**config.mk**
```make
export PLATFORM = sky130hd
export DESIGN_NAME = lzwd_ctrl
export DESIGN_NICKNAME = d
export VERILOG_FILES = /design/src/lzwd_pkg.sv /design/src/lzwd_ctrl.sv
export SDC_FILE = /design/constraint.sdc
export NUM_CORES = 1
export LEC_CHECK = 0
export BUFFER_PORTS_ARGS = -buffer_cell sky130_fd_sc_hd__buf_2
export CAP_MARGIN = 30
export CELL_PAD_IN_SITES_DETAIL_PLACEMENT = 1
export CELL_PAD_IN_SITES_GLOBAL_PLACEMENT = 1
export CORE_UTILIZATION = 35
export CTS_BUF_LIST = sky130_fd_sc_hd__clkbuf_4 sky130_fd_sc_hd__clkbuf_8
export CTS_CLUSTER_DIAMETER = 80
export DETAILED_ROUTE_END_ITERATION = 8
export HOLD_SLACK_MARGIN = 0.08
export PLACE_DENSITY = 0.88
export SLEW_MARGIN = 0
export SYNTH_ARGS = -nofsm -noshare
export SYNTH_HDL_FRONTEND = slang
export SYNTH_SLANG_ARGS = --single-unit
```
**constraint.sdc**
```tcl
create_clock -name aclk -period 6.2 [get_ports aclk]
set_input_delay 0.62 -clock aclk [delete_from_list [all_inputs] [get_ports aclk]]
set_output_delay 0.62 -clock aclk [all_outputs]
set_load 0.01 [all_outputs]
```
**src/lzwd_pkg.sv**
```systemverilog
package lzwd_pkg;

    localparam int WINDOW_DEPTH_DEF = 4096;
    localparam int DIST_BIAS        = 4;
    localparam int LEN_BIAS         = 2;
    localparam int DIST_W           = 12;
    localparam int LEN_W            = 5;
    localparam int BLOCKS_W         = 32;
    localparam int LIT_W            = 7;

    typedef struct packed {
        logic       hdr_we;
        logic [1:0] hdr_idx;
        logic       lit_load;
        logic       lit_store;
        logic       mhi_load;
        logic       copy_start;
        logic       copy_run;
        logic       emit_end;
        logic       blk_dec;
    } cmd_t;

    typedef struct packed {
        logic out_free;
        logic hdr_zero;
        logic last_block;
        logic tok_lit;
        logic tok_empty;
        logic lit_one;
        logic copy_done;
    } status_t;

endpackage

```
**src/lzwd_ctrl.sv**
```systemverilog
module lzwd_ctrl (
    input  logic              aclk,
    input  logic              aresetn,
    input  logic              s_tvalid,
    output logic              s_tready,
    input  lzwd_pkg::status_t status,
    output lzwd_pkg::cmd_t    cmd
);
    import lzwd_pkg::*;

    localparam logic [2:0] ST_HDR0  = 3'd0;
    localparam logic [2:0] ST_HDR1  = 3'd1;
    localparam logic [2:0] ST_HDR2  = 3'd2;
    localparam logic [2:0] ST_HDR3  = 3'd3;
    localparam logic [2:0] ST_TOKEN = 3'd4;
    localparam logic [2:0] ST_LIT   = 3'd5;
    localparam logic [2:0] ST_MLO   = 3'd6;
    localparam logic [2:0] ST_COPY  = 3'd7;

    logic [2:0] state_reg;
    logic [2:0] state_next;
    logic       accept;

    assign s_tready = status.out_free && (state_reg != ST_COPY);
    assign accept   = s_tvalid && s_tready;

    always_comb begin
        state_next = state_reg;
        cmd        = '0;
        case (state_reg)
            ST_HDR1, ST_HDR2: begin
                if (accept) begin
                    cmd.hdr_we  = 1'b1;
                    cmd.hdr_idx = state_reg[1:0];
                    state_next  = state_reg + 3'd1;
                end
            end
            ST_HDR3: begin
                if (accept) begin
                    cmd.hdr_we  = 1'b1;
                    cmd.hdr_idx = state_reg[1:0];
                    if (status.hdr_zero) begin
                        cmd.emit_end = 1'b1;
                        state_next   = ST_HDR0;
                    end else begin
                        state_next = ST_TOKEN;
                    end
                end
            end
            ST_TOKEN: begin
                if (accept) begin
                    if (status.tok_lit) begin
                        cmd.lit_load = 1'b1;
                        if (status.tok_empty) begin
                            cmd.blk_dec = 1'b1;
                            if (status.last_block) begin
                                cmd.emit_end = 1'b1;
                                state_next   = ST_HDR0;
                            end
                        end else begin
                            state_next = ST_LIT;
                        end
                    end else begin
                        cmd.mhi_load = 1'b1;
                        state_next   = ST_MLO;
                    end
                end
            end
            ST_LIT: begin
                if (accept) begin
                    cmd.lit_store = 1'b1;
                    if (status.lit_one) begin
                        cmd.blk_dec = 1'b1;
                        state_next  = status.last_block ? ST_HDR0 : ST_TOKEN;
                    end
                end
            end
            ST_MLO: begin
                if (accept) begin
                    cmd.copy_start = 1'b1;
                    state_next     = ST_COPY;
                end
            end
            ST_COPY: begin
                cmd.copy_run = 1'b1;
                if (status.copy_done) begin
                    cmd.blk_dec = 1'b1;
                    state_next  = status.last_block ? ST_HDR0 : ST_TOKEN;
                end
            end
            default: begin
                if (accept) begin
                    cmd.hdr_we  = 1'b1;
                    cmd.hdr_idx = 2'd0;
                    state_next  = ST_HDR1;
                end
            end
        endcase
    end

    always_ff @(posedge aclk) begin
        if (!aresetn) begin
            state_reg <= ST_HDR0;
        end else begin
            state_reg <= state_next;
        end
    end

    a_copy_exit: assert property (@(posedge aclk) disable iff (!aresetn)
        (state_reg == ST_COPY && status.copy_done)
        |=> (state_reg == ST_HDR0 || state_reg == ST_TOKEN))
        else $error("copy did not return to parsing");

    a_copy_enter: assert property (@(posedge aclk) disable iff (!aresetn)
        cmd.copy_start |=> state_reg == ST_COPY)
        else $error("match low byte did not start a copy");

    a_copy_hold: assert property (@(posedge aclk) disable iff (!aresetn)
        (state_reg == ST_COPY) |-> !s_tready)
        else $error("input accepted during a copy");

endmodule

```
* After elaboration in Yosys (flattened, before gate mapping)
Cells that the tools add are included.
** Word-level totals
- Flip-flop bits (word level) :: 3
- Input bits :: 10
- Output and inout port bits :: 11
** Cells by class
- Add/subtract/negate cells :: 1
- Eq/ne operators :: 16
- Multiplexer cells :: 38
- Reduce and logical (&&, ||, !) cells :: 7
** Operators with widths (count)
- $mux W3 :: 15
- $pmux W3 S6 :: 1
- $mux W1 :: 16
- $ne A2 B2 Y1 const B :: 7
- $eq A3 B3 Y1 const B :: 4
- $reduce_and A9 Y1 :: 1
- $eq A3 B2 Y1 const B :: 2
- $mux W2 :: 3
- $pmux W3 S2 :: 1
- $ne A4 B4 Y1 const B :: 1
- $reduce_or A4 Y1 :: 1
- $add A3 B1 Y3 const B :: 1
- $eq A3 B1 Y1 const B :: 1
- $ne A3 B3 Y1 const B :: 1
- $pmux W1 S3 :: 1
- $reduce_or A3 Y1 :: 1
- $logic_and A1 B1 Y1 :: 2
- $pmux W1 S2 :: 1
- $reduce_bool A2 Y1 :: 1
- $reduce_or A2 Y1 :: 1

* Depth between registers and ports, before layout
- Depth after elaboration :: 5
- Mapped depth :: 6
- Gate-level depth less buffers :: 6

* Least setup slack after synthesis
OpenSTA, ideal clock, no wires.
- Path kind :: register -> output
- Start point :: reg state_reg[0]
- End point :: out cmd[0] (netlist name)
- Arrival :: 1486 ps
- Required time :: 5580 ps
- Path slack :: 4094 ps
- Stages on the path, launching flop included :: 7
- Buffers on the path :: 0
- Cells stage by stage :: dfxtp_1 ha_1 ha_1 nand3b_1 a21oi_1 a21oi_1 a21oi_1
** RTL lines
- from (decl) :: line lzwd_ctrl.sv:20 : logic [2:0] state_reg;
- from (signal assigned) :: line lzwd_ctrl.sv:105 : state_reg <= state_next;
- to (decl) :: line lzwd_ctrl.sv:7 : output lzwd_pkg::cmd_t cmd

==> results.json <==
{
  "grt_overflow": 0,
  "insertion_delay_ns": 0.23,
  "place_congestion": 0.826,
  "maxSlewHeadroom": 0.592,
  "hold_viol": 0,
  "path_class": "reg -> out",
  "ant_nets": 0,
  "ys_warn_count": 0,
  "rows": 13,
  "synthArstFlopShare": 0,
  "dieArea_sq_um": 1530,
  "fp.dieH_microns": 39.1,
  "die_width_microns": 39.1,
  "antenna_cells": 0,
  "drt_iter0_markers": 6,
  "grt_pass1_vias": 542,
  "synth_seq_cells": 3,
  "fmax_mhz": 372,
  "viasPerCell": 5.63,
  "setup_viol": 0,
  "crit_fanout": 18,
  "globalRouteTotalUtil": 0.216,
  "routed_wl_microns": 1470,
  "setup_tns_ns": 0,
  "vias": 597,
  "hold_start": "state_reg[0]",
  "largest_reg_flops": 3,
  "p_per_area_nw_per_um2": 120,
  "hold_depth": 2,
  "min_period_over_period": 0.434,
  "hpwl_microns": 1140,
  "reg2regPathDepth": 6,
  "syn_area_per_cell_sq_um": 7.10,
  "remaining_drc_errors": 0,
  "cap_violations": 0,
  "syn_inst": 68,
  "synth_edf_count": 0,
  "crit_arrival_ns": 2.07,
  "rsz0062_at_grt": "no",
  "grt_first_pass_wirelength_microns": 2280,
  "clkTransAtPathRegs_ns": 0.04,
  "cp.required_ns": 5.58,
  "fin_skew_ns": 0.00275,
  "outcome": "finished, final reports clean",
  "clock_sinks": 3,
  "wire_per_inst_microns": 13.8,
  "worstReg2RegEnd": "state_reg[1]",
  "cp-start-kind": "flip-flop",
  "period_minus_slack_ns": 2.69,
  "hp-class": "reg -> reg",
  "cts_setup_buffers": 0,
  "p_leak_nw": 0.294,
  "max_slew.worst_pin.slew_ns": 0.612,
  "drive_above_1_share": 0.297,
  "cts_buffer_depth": 2,
  "yosysUniqueCellTypes": 27,
  "io_pins": 21,
  "core_region_area_sq_um": 1280,
  "fin_area_sq_um": 628,
  "r2r_start": "state_reg[2]",
  "clock-root-buffer": "clkbuf_4",
  "grt_max_degree": 19,
  "antenna_found_initial": 0,
  "start_util": 0.376,
  "irDropWorstVdd_uv": 68.2,
  "syn_nets": 85,
  "post_cts_resized": 0,
  "cts_hold_buf": 0,
  "htree_levels": 1,
  "placed_area_sq_um": 598,
  "rrSetupSlack_ns": 3.83,
  "hold_end": "state_reg[0]",
  "slew_violations": 0,
  "ys_seq_area_frac": 0.124,
  "cts_tree": "done",
  "crit_path_end_kind": "output pin",
  "nNetsFinal": 109,
  "firstDrtPassIters": 3,
  "dominantRegCellSynth": "dfxtp_1",
  "port_buffers": 20,
  "syn_area_sq_um": 483,
  "cts_buffers": 3,
  "syn_to_final_growth_pct": 30.1
}
## synth_stat cells (all sizes together) (2+ instances only)
cell	number	area, sq um
ha	7	87.6
nand3	2	10.0
nand2	5	18.8
inv	7	26.3
dfxtp	3	60.1
o21ai	4	20.0
nor2	6	22.5
a21oi	10	50.1
or2	2	12.5
nor3	4	20.0
nor2b	3	18.8
## final cells by class
| class | instances | area, sq um |
|---|---|---|
| clock buffers | 4 | 30.0 |
| fillers | 202 | 657 |
| inverters | 7 | 26.3 |
| multi-input cells | 57 | 393 |
| flip-flops and latches | 3 | 60.1 |
| well taps | 15 | 18.8 |
| repair buffers | 20 | 100 |
## critical path: stages, from the launching register on
cell and delay (ns):
dfxtp_1 0.70, ha_1 0.36, nand3b_1 0.36, a21oi_1 0.09, a21oi_1 0.14, a21oi_1 0.05, buf_2 0.14
## metrics by stage
| step | total power [W] | std cells | setup WS [ns] | hold WS (ns) | utilization |
|---|---|---|---|---|---|
| finish | 0.0000752 | 106 | 3.51 | 0.528 | 0.489 |
| global route | 0.0000812 | 106 | 3.35 | 0.566 | 0.489 |
| CTS | 0.0000769 | 106 | 3.48 | 0.531 | 0.489 |
| detailed placement | 0.0000373 | 102 | 3.74 | 0.515 | 0.465 |
| global placement | 0.0000368 | 102 | 3.80 | 0.509 | 0.465 |
| floorplan | 0.0000302 | 68 | 4.09 | 0.482 | - |
## how the worst max path moves through the flow
stage | from | cells past startpoint | endpoint
after floorplan | state_reg[0] | 6 | cmd[0]
final | state_reg[2] | 6 | cmd[0]
after global routing | state_reg[2] | 6 | cmd[0]
after global placement | state_reg[2] | 6 | cmd[0]
after CTS | state_reg[2] | 6 | cmd[0]
after detailed placement | state_reg[2] | 6 | cmd[0]
## cells by family after synthesis
| logic type | synth area share |
|---|---|
| buffers and inverters | 0.0622 |
| DFF | 0.124 |
| AOI/OAI and AO/OA | 0.363 |
| and+or+nand+nor | 0.269 |
| adders and majority gates | 0.181 |
## power breakdown
part | switching, W | internal, W
combinational | 0.00000991 | 0.00000675
sequential | 0.000000517 | 0.0000199
clock | 0.00000960 | 0.0000284
## layer usage
layer | wire length (microns) | GRT usage | vias to the layer above
li1 | - | - | 298
met1 | 645 | 0.232 | 286
met2 | 779 | 0.421 | 13
met3 | 44 | 0.0173 | 0
met4 | 0 | 0.0862 | 0
met5 | 0 | 0 | -
## placed cells by master, fill, tap and decap left out, types with 2 or more instances in the layout
| cell type | count |
|---|---|
| a21oi_1 | 10 |
| buf_2 | 20 |
| clkbuf_4 | 4 |
| dfxtp_1 | 3 |
| ha_1 | 7 |
| inv_1 | 7 |
| nand2_1 | 5 |
| nand3_1 | 2 |
| nor2_1 | 6 |
| nor2b_1 | 3 |
| nor3_1 | 4 |
| o21ai_0 | 4 |
No activity file was read; power rests on OpenSTA's default activity.
